### src/design/sorted_priority_queue_assert.svh
// Assertion macros used by the priority queue top level.
`ifndef SORTED_PRIORITY_QUEUE_ASSERT_SVH
`define SORTED_PRIORITY_QUEUE_ASSERT_SVH

// Same-cycle implication, disabled while reset is held.
`define SPQ_ASSERT_IMP(lbl, clk, rst_n, ante, cons, msg) \
  lbl: assert property (@(posedge clk) disable iff (!rst_n) (ante) |-> (cons)) \
    else $error(msg);

// Next-cycle implication, disabled while reset is held.
`define SPQ_ASSERT_NXT(lbl, clk, rst_n, ante, cons, msg) \
  lbl: assert property (@(posedge clk) disable iff (!rst_n) (ante) |=> (cons)) \
    else $error(msg);

`endif

### src/design/spq_pkg.sv
// Types and codes shared by the priority queue controller, datapath and top level.
package spq_pkg;

  localparam logic OP_INSERT = 1'b0;
  localparam logic OP_REMOVE = 1'b1;

  localparam logic [1:0] STATUS_DONE  = 2'd0;
  localparam logic [1:0] STATUS_FULL  = 2'd1;
  localparam logic [1:0] STATUS_EMPTY = 2'd2;

  typedef struct packed {
    logic               op;
    logic signed [31:0] value;
  } in_item_t;

  typedef struct packed {
    logic [1:0]         status;
    logic signed [31:0] removed_value;
    logic [3:0]         entry_count;
  } out_item_t;

  typedef enum logic [2:0] {
    CMD_NONE,
    CMD_INSERT,
    CMD_REMOVE,
    CMD_FULL,
    CMD_EMPTY
  } cmd_kind_t;

  typedef struct packed {
    logic      load;
    cmd_kind_t kind;
  } dp_cmd_t;

  typedef struct packed {
    logic op_remove;
    logic full;
    logic empty;
  } dp_status_t;

endpackage

### src/design/spq_controller.sv
// Controller state machine that sequences one queue operation at a time.
module spq_controller import spq_pkg::*; (
  input  logic       clk,
  input  logic       rst_n,
  input  logic       start,
  input  dp_status_t dp_status,
  output logic       busy,
  output dp_cmd_t    dp_cmd
);

  typedef enum logic {
    ST_IDLE,
    ST_EXEC
  } state_t;

  state_t state_r;
  logic   busy_r;

  always_ff @(posedge clk) begin
    if (!rst_n) begin
      state_r <= ST_IDLE;
      busy_r  <= 1'b0;
    end else begin
      unique case (state_r)
        ST_IDLE: begin
          if (start) begin
            state_r <= ST_EXEC;
            busy_r  <= 1'b1;
          end
        end
        ST_EXEC: begin
          state_r <= ST_IDLE;
          busy_r  <= 1'b0;
        end
        default: begin
          state_r <= ST_IDLE;
          busy_r  <= 1'b0;
        end
      endcase
    end
  end

  always_comb begin
    dp_cmd.load = 1'b0;
    dp_cmd.kind = CMD_NONE;
    unique case (state_r)
      ST_IDLE: dp_cmd.load = start;
      ST_EXEC: begin
        // The full and empty checks settle what the captured item does.
        priority if (dp_status.op_remove && dp_status.empty) begin
          dp_cmd.kind = CMD_EMPTY;
        end else if (dp_status.op_remove) begin
          dp_cmd.kind = CMD_REMOVE;
        end else if (dp_status.full) begin
          dp_cmd.kind = CMD_FULL;
        end else begin
          dp_cmd.kind = CMD_INSERT;
        end
      end
      default: dp_cmd.kind = CMD_NONE;
    endcase
  end

  assign busy = busy_r;

endmodule

### src/design/spq_datapath.sv
// Datapath: a row of compare-and-shift cells holding the sorted entries.
module spq_datapath import spq_pkg::*; #(
  parameter int QUEUE_DEPTH = 8,
  localparam int CW = $clog2(QUEUE_DEPTH + 1)
) (
  input  logic       clk,
  input  logic       rst_n,
  input  in_item_t   in_item,
  input  dp_cmd_t    dp_cmd,
  output dp_status_t dp_status,
  output logic       out_valid,
  output out_item_t  out_item
);

  logic               op_r;
  logic signed [31:0] value_r;
  logic signed [31:0] entries_r [QUEUE_DEPTH];
  logic signed [31:0] ins_nxt   [QUEUE_DEPTH];
  logic signed [31:0] rem_nxt   [QUEUE_DEPTH];
  logic [QUEUE_DEPTH-1:0] lt;
  logic [CW-1:0]      count_r;
  logic [CW-1:0]      count_nxt;
  logic               out_valid_r;
  out_item_t          out_item_r;

  // A cell is below the new value only if it is live and strictly smaller,
  // so the new value lands ahead of equal entries.
  for (genvar i = 0; i < QUEUE_DEPTH; i++) begin : g_cell
    assign lt[i] = (i < int'(count_r)) && (entries_r[i] < value_r);
    if (i == 0) begin : g_front
      assign ins_nxt[i] = lt[i] ? entries_r[i] : value_r;
    end else begin : g_rest
      assign ins_nxt[i] = lt[i] ? entries_r[i] : (lt[i-1] ? value_r : entries_r[i-1]);
    end
    if (i == QUEUE_DEPTH - 1) begin : g_back
      assign rem_nxt[i] = entries_r[i];
    end else begin : g_shift
      assign rem_nxt[i] = entries_r[i+1];
    end
  end

  always_comb begin
    unique case (dp_cmd.kind)
      CMD_INSERT: count_nxt = count_r + CW'(1);
      CMD_REMOVE: count_nxt = count_r - CW'(1);
      default:    count_nxt = count_r;
    endcase
  end

  assign dp_status.op_remove = (op_r == OP_REMOVE);
  assign dp_status.full      = (count_r == CW'(QUEUE_DEPTH));
  assign dp_status.empty     = (count_r == '0);

  always_ff @(posedge clk) begin
    if (!rst_n) begin
      count_r     <= '0;
      out_valid_r <= 1'b0;
    end else begin
      count_r     <= count_nxt;
      out_valid_r <= (dp_cmd.kind != CMD_NONE);
    end
  end

  always_ff @(posedge clk) begin
    if (dp_cmd.load) begin
      op_r    <= in_item.op;
      value_r <= in_item.value;
    end
    unique case (dp_cmd.kind)
      CMD_INSERT: entries_r <= ins_nxt;
      CMD_REMOVE: entries_r <= rem_nxt;
      default:    ;
    endcase
    if (dp_cmd.kind != CMD_NONE) begin
      out_item_r.entry_count   <= 4'(count_nxt);
      out_item_r.removed_value <= (dp_cmd.kind == CMD_REMOVE) ? entries_r[0] : '0;
      unique case (dp_cmd.kind)
        CMD_FULL:  out_item_r.status <= STATUS_FULL;
        CMD_EMPTY: out_item_r.status <= STATUS_EMPTY;
        default:   out_item_r.status <= STATUS_DONE;
      endcase
    end
  end

  assign out_valid = out_valid_r;
  assign out_item  = out_item_r;

endmodule

### src/design/sorted_priority_queue.sv
// Top level of the sorted priority queue: controller plus cell datapath.
//
// Bounded priority queue of signed 32-bit values kept in ascending order.
// Input: drive in_item (op and value) with start; the item is accepted at
// the rising edge where start is high and busy is low. op insert places the
// value ahead of any equal entries, op remove takes the smallest entry.
// Result: out_valid pulses for one cycle with out_item holding status
// (done, full or empty), the removed value (zero unless a remove succeeded)
// and the entry count after the operation. The receiver cannot stall; each
// result must be taken in the cycle it is shown.
// Sequencing: the accepting edge captures the item and enters the execute
// state, whose result is registered and then shown. busy is high for the one
// execute cycle, so a new item cannot be taken until the last one executes;
// that limit is set by the capture-then-execute sequence of the controller.
// The execute cycle updates every cell in parallel, each with one 32-bit
// compare against the captured value.
// Reset (rst_n low, synchronous) empties the queue and clears busy and
// out_valid; entry storage itself is not cleared.
module sorted_priority_queue import spq_pkg::*; #(
  parameter int QUEUE_DEPTH = 8
) (
  input  logic      clk,
  input  logic      rst_n,
  input  logic      start,
  output logic      busy,
  input  in_item_t  in_item,
  output logic      out_valid,
  output out_item_t out_item
);

  `include "sorted_priority_queue_assert.svh"

  dp_cmd_t    dp_cmd;
  dp_status_t dp_status;

  spq_controller u_ctrl (
    .clk       (clk),
    .rst_n     (rst_n),
    .start     (start),
    .dp_status (dp_status),
    .busy      (busy),
    .dp_cmd    (dp_cmd)
  );

  spq_datapath #(
    .QUEUE_DEPTH (QUEUE_DEPTH)
  ) u_dp (
    .clk       (clk),
    .rst_n     (rst_n),
    .in_item   (in_item),
    .dp_cmd    (dp_cmd),
    .dp_status (dp_status),
    .out_valid (out_valid),
    .out_item  (out_item)
  );

  `SPQ_ASSERT_NXT(a_accept_busy, clk, rst_n, start && !busy, busy, "accepted item did not raise busy")
  `SPQ_ASSERT_NXT(a_exec_result, clk, rst_n, busy, out_valid && !busy, "execute cycle gave no result")
  `SPQ_ASSERT_IMP(a_result_idle, clk, rst_n, out_valid, !busy, "result shown while busy")
  `SPQ_ASSERT_IMP(a_full_count, clk, rst_n, out_valid && out_item.status == STATUS_FULL,
    out_item.entry_count == 4'(QUEUE_DEPTH), "full status with a short queue")

endmodule
### config.mk
export PLATFORM = sky130hd
export DESIGN_NAME = sorted_priority_queue
export DESIGN_NICKNAME = d
export VERILOG_FILES = /design/src/design/spq_pkg.sv /design/src/design/spq_controller.sv /design/src/design/spq_datapath.sv /design/src/design/sorted_priority_queue.sv
export VERILOG_INCLUDE_DIRS = /design/src /design/src/design
export SDC_FILE = /design/constraint.sdc
export NUM_CORES = 1
export LEC_CHECK = 0
export BUFFER_PORTS_ARGS = -buffer_cell sky130_fd_sc_hd__buf_2
export CAP_MARGIN = 25
export CORE_MARGIN = 2
export CORE_UTILIZATION = 40
export CTS_CLUSTER_SIZE = 25
export DETAILED_ROUTE_END_ITERATION = 6
export SLEW_MARGIN = 20
export SYNTH_ARGS = -nofsm -noshare
export SYNTH_HDL_FRONTEND = slang
export SYNTH_SLANG_ARGS = --single-unit
### constraint.sdc
create_clock -name clk -period 5.3 [get_ports clk]
set_input_delay 1.325 -clock clk [delete_from_list [all_inputs] [get_ports clk]]
set_output_delay 1.325 -clock clk [all_outputs]
set_load 0.02 [all_outputs]
Word level (Yosys, flattened, before mapping)
Index checks and enable logic that the tools add are counted.
{"block": "classes", "reduce_logical": 20, "n_addsub": 2, "muxes": 27, "n_bitwise": 3, "n_lt_le_gt_ge": 16, "n_eq_ne": 13}
{"operator": "$pmux 256 s2", "n": 1}
{"operator": "$mux 32", "n": 15}
{"operator": "$lt 32x32->1", "n": 8}
{"operator": "$lt 3x4->1 const A", "n": 4}
{"operator": "$ne 2x2->1 const B", "n": 8}
{"operator": "$reduce_and 2->1", "n": 7}
{"operator": "$logic_and 1x1->1", "n": 9}
{"operator": "$mux 3", "n": 3}
{"operator": "$lt 1x4->1 const A", "n": 2}
{"operator": "$lt 2x4->1 const A", "n": 2}
{"operator": "$pmux 4 s2", "n": 1}
{"operator": "$eq 3x2->1 const B", "n": 2}
{"operator": "$add 4x1->4 const B", "n": 1}
{"operator": "$eq 4x4->1 const B", "n": 1}
{"operator": "$logic_not 4->1", "n": 1}
{"operator": "$pmux 1 s2", "n": 2}
{"operator": "$pmux 2 s2", "n": 1}
{"operator": "$sub 4x1->4 const B", "n": 1}
{"operator": "$eq 3x1->1 const B", "n": 1}
{"operator": "$eq 3x3->1 const B", "n": 1}
{"operator": "$mux 1", "n": 3}
{"operator": "$not 1->1", "n": 3}
{"operator": "$reduce_and 3->1", "n": 1}
{"operator": "$reduce_bool 3->1", "n": 1}
{"operator": "other kinds (2)", "n": 2}
{"block": "totals", "wordCells": 98, "inputBits": 36, "out_inout_bits": 40, "regBits": 334}

Logic depth before layout (Yosys ltp)
{"block": "logic_depth", "word_depth": 8, "ltp_mapped": 12, "depth_no_buf": 10}

Cells and area by module
Synthesis repeated with hierarchy kept, for this count alone.
{"block": "unflattened", "hier_cells": 1923, "area_unflattened_um2": 21060.2}
{"mod": "spq_datapath", "seq_area_each_um2": 9919.5, "area_each_um2": 20950.1, "n_inst": 1, "cells_per_inst": 1912}
{"mod": "spq_controller", "seq_area_each_um2": 40.0, "area_each_um2": 110.1, "n_inst": 1, "cells_per_inst": 11}

Least setup slack after synthesis
OpenSTA, ideal clock, no wires.
{"block": "synth_path", "path_type": "reg2reg", "from": "register u_dp.value_r[9]", "to": "register u_dp.entries_r[0] (netlist bit), enable pin", "setup_slack_ns": 0.507, "arrival_ns": 4.313, "n_path_buf": 0, "setup_time_ns": 0.479, "period_less_slack_ns": 4.793, "stages_incl_launch_ff": 10, "required_ns": 4.821, "path_cell_list": "edfxtp_1 -> inv_1 -> ha_1 -> a21o_1 -> a21o_1 -> a211oi_1 -> o21ai_0 -> o211ai_1 -> a21oi_1 -> a311oi_1"}
{"block": "synth_via", "elab_chain_len": 4}
{"element": "start: declaration", "line_no": "spq_datapath.sv:16", "text": "logic signed [31:0] value_r;"}
{"element": "start signal: assignment", "line_no": "spq_datapath.sv:67", "text": "value_r <= in_item.value;"}
{"element": "$lt 32x32->1", "line_no": "spq_datapath.sv:29", "text": "assign lt[i] = (i < int'(count_r)) && (entries_r[i] < value_r);"}
{"element": "$logic_and 1x1->1", "line_no": "spq_datapath.sv:29"}
{"element": "$not 1->1 (no line)"}
{"element": "$reduce_and 3->1 (no line)"}
{"element": "end signal: assignment", "line_no": "spq_datapath.sv:70", "text": "CMD_INSERT: entries_r <= ins_nxt;"}
{"element": "end signal: assignment", "line_no": "spq_datapath.sv:71", "text": "CMD_REMOVE: entries_r <= rem_nxt;"}
{"element": "end: declaration", "line_no": "spq_datapath.sv:17", "text": "logic signed [31:0] entries_r [QUEUE_DEPTH];"}
Every way passes these cells.
A chain may end at the register's enable or synchronous reset.

Worst setup path after layout
{"block": "layout_path", "from": "register u_dp.value_r[26]", "to": "register u_dp.entries_r[86] (netlist bit), data pin"}
{"block": "layout_via", "elab_chain_len": 5}
{"element": "$lt 32x32->1", "line_no": "spq_datapath.sv:29"}
{"element": "$logic_and 1x1->1", "line_no": "spq_datapath.sv:29"}
{"element": "$mux 32 (2 in series)", "line_no": "spq_datapath.sv:33", "text": "assign ins_nxt[i] = lt[i] ? entries_r[i] : (lt[i-1] ? value_r : entries_r[i-1]);"}
{"element": "$pmux 256 s2", "line_no": "spq_datapath.sv:69", "text": "unique case (dp_cmd.kind)"}
Every way passes these cells. The select of a mux whose other input is x is not followed.

==> metrics.md <==
| Metric | Value |
|---|---|
| HP Start | u_ctrl.busy |
| Min-delay worst type | reg -> reg |
| Nets | 2277 |
| Drt first pass iters | 5 |
| HPWL after detailed placement | 44.1 mm |
| Ports | 76 |
| Starting DRT DRC Count | 1288 |
| Count of different cell masters after synthesis | 59 |
| GRT overflow | 0 |
| Primary FF master, synth | edfxtp_1 |
| R2R Setup Slk | 540 ps |
| Gate Count Post-Synth | 1936 |
| Synthesized area per cell | 11.0 um^2 |
| CTS Hold Bufs | 0 |
| CTS Root Cell | clkbuf_16 |
| Status | completed |
| Fin Clk Skew | 27.7 ps |
| Type of origin of the critical path | flop |
| Fmax | 210 MHz |
| CP delay by family, top | simple AND/OR/NAND/NOR gates |
| Crit-path max FO | 10 |
| Max-cap violation count | 0 |
| Starting density of the core | 0.404 |
| Clock slew at reported path FFs | 60 ps |
| DP Area | 22400 um^2 |
| # diodes | 0 |
| WP buf/inv | 2 |
| Area growth syn-to-layout | 12.2% |
| Pwr/cell area | 287 nW/um^2 |
| Row cnt | 84 |
| Sequential fraction of the synthesis area | 0.470 |
| Most frequent cells in the layout | 327 x edfxtp_1, 251 x ha_1, 221 x nand2_1 |
| CTS resizes | 0 |
| Relative slew margins | 0.330 |
| First-pass GRT wire length | 98.3 mm |
| Post-Syn Area | 21200 um^2 |
| Register area | 9960 um^2 |
| Worst-skew pair later-pin latency | 580 ps |
| Final TNS setup | 0 ps |
| DIE AREA | 54900 um^2 |
| CTS Sinks | 334 |
| Post-layout power | 6.84 mW |
| Core area | 52400 um^2 |
| Largest cells by area after synthesis | edfxtp_1 46%, ha_1 15%, mux2i_1 7.4% |
| Worst-path cell chain | inv_1 -> ha_1 -> nand4_1 -> nor4_1 -> o211ai_1 -> a31oi_1 -> nor3_1 -> nor3_4 -> buf_4 -> mux2i_1 -> o21ai_1 |
| CP Data Arrival Time | 5050 ps |
| Peak supply drop | 219 uV |
| Yosys reg bits | 334 |
| Number of fill cells | 4906 |
| Commonest non-fill, non-tap cell in the layout | edfxtp_1 |
| Number of synthesized flops with an enable pin | 327 |
| Fin crit period | 4760 ps |
| Unrepaired setup endpoints after global routing | false |
| Via count | 16.1k |
| CTS Buf Count | 41 |
| Worst R2R End | u_dp.entries_r[86] |
| FFs w/ async S/R, synth | 0 |
| R2r startpoint | u_dp.value_r[26] |
| Synth warnings | 0 |
| Cell taking the most area after synthesis | edfxtp_1 |
| Placer congestion estimate | 0.878 |
| Vias in the first global route | 15.9k |
| Vert. Die Dim | 234 um |
| Setup bufs post-CTS | 0 |
| Multi-input gate area | 10700 um^2 |
| Remaining DRCs | 0 |
| Pleak | 8.75 nW |
| Worst Hold End | u_ctrl.busy |
| Drt wl/cell | 23.9 um |
| Die width | 234 um |
| Fin crit share | 0.899 |
| Crit path capture type | flop |
| Mapped Nets | 2223 |
| Final setup fails | 0 |
| ANT nets after route | 0 |
| GRT Overall Usage | 0.238 |
| CTS tree | done |
| Post-layout instance area | 23800 um^2 |
| Worst-Margin Slew | 996 ps |
| CP required | 5590 ps |
| Worst path slowest cell | nor4_1 |
| Critical path class | reg -> reg |
| H-tree depth | 2 |
| Buffers on Ports | 75 |
| Share of layout cells above drive strength 1 | 0.0966 |
| Min-Delay Path Depth | 2 |
| Area share of the leading cell type in the synthesized netlist | 0.463 |
| Max Slew Vio Count | 0 |
| Clock tree buffer depth | 3 |
| Final hold vios | 0 |
| CP max stage delay | 890 ps |
| R2r worst-path depth | 11 |
| Final wirelength | 64.6 mm |
| Vias/cell | 5.94 |
| Antenna violations before repair | 1 |
| Largest net degree at the start of global routing | 266 |
through the flow:
stage,hold WS [ps],instances,setup WS (ps),util
3_5_place_dp,489,2633,633,0.428
3_3_place_gp,483,2633,621,0.428
2_1_floorplan,519,1936,507,-
5_1_grt,532,2707,366,0.453
6_report,494,2707,536,0.453
4_1_cts,497,2705,625,0.452
worst register-to-register path, cell delays in order (launching register included):
cell and delay [ps]:
edfxtp_1 520, inv_1 290, ha_1 410, nand4_1 180, nor4_1 890, o211ai_1 270, a31oi_1 400, nor3_1 150
nor3_4 710, buf_4 380, mux2i_1 220, o21ai_1 70
cell families (layout without fill, tap and decap cells):
| family | after synthesis | count (layout) | share of synthesized area |
|---|---|---|---|
| and+or+nand+nor | 543 | 543 | 0.126 |
| adders and majority gates | 251 | 251 | 0.148 |
| DFF | 334 | 334 | 0.470 |
| buffers and inverters | 142 | 225 | 0.0314 |
| AOI/OAI and AO/OA | 506 | 506 | 0.149 |
| muxes | 157 | 157 | 0.0742 |
| xor gates and xnor gates | 3 | 3 | 0.00124 |
metal layers:
| metal | GRT usage | wire, um | part of all wire | up-vias |
|---|---|---|---|---|
| li1 | - | - | - | 7539 |
| met1 | 0.314 | 27800 | 0.43 | 7921 |
| met2 | 0.398 | 31200 | 0.48 | 482 |
| met3 | 0.0331 | 3480 | 0.054 | 126 |
| met4 | 0.0848 | 2150 | 0.033 | 0 |
| met5 | 0 | 0 | 0 | - |
flip-flops by register name (all words and copies together) (netlist names):
| name | count |
|---|---|
| u_ctrl.busy | 1 |
| u_ctrl.state_r | 1 |
| u_dp.count_r | 4 |
| u_dp.entries_r | 256 |
| u_dp.op_r | 1 |
| u_dp.out_item | 38 |
| u_dp.out_valid | 1 |
| u_dp.value_r | 32 |
how the worst max path moves through the flow:
stage | startpoint | endpoint | slack (ps) | cells past startpoint
global route | u_dp.value_r[22] | u_dp.entries_r[87] | 370 | 11
CTS | u_dp.value_r[22] | u_dp.entries_r[92] | 630 | 11
finish | u_dp.value_r[26] | u_dp.entries_r[86] | 540 | 11
global placement | u_dp.value_r[22] | u_dp.entries_r[85] | 620 | 11
floorplan | u_dp.value_r[9] | u_dp.entries_r[0] | 510 | 9
detailed placement | u_dp.value_r[22] | u_dp.entries_r[92] | 630 | 11
layout make-up:
cell class / instances / share of cell area
well taps: 688 / 0.0362
flip-flops and latches: 334 / 0.419
inverters: 39 / 0.00616
clock inverters: 12 / 0.00473
multi-input cells: 1460 / 0.450
repair buffers: 114 / 0.0340
clock buffers: 60 / 0.0496
synth_stat cells (32+ instances only):
master and n:
inv_1 39, or3_1 33, o21ai_1 137, nand3_1 55, nand2_1 221, nand4_1 33, a21oi_1 110, and3_1 32
ha_1 251, edfxtp_1 327, nor2_1 63, clkbuf_1 79, and2_1 39, mux2i_1 156, o21ai_0 58
power breakdown:
group          switching (mW)  internal [mW]
registers               0.109           3.05
logic                   0.563          0.333
clock network            1.15           1.64
No activity file was read; power rests on OpenSTA's default activity.
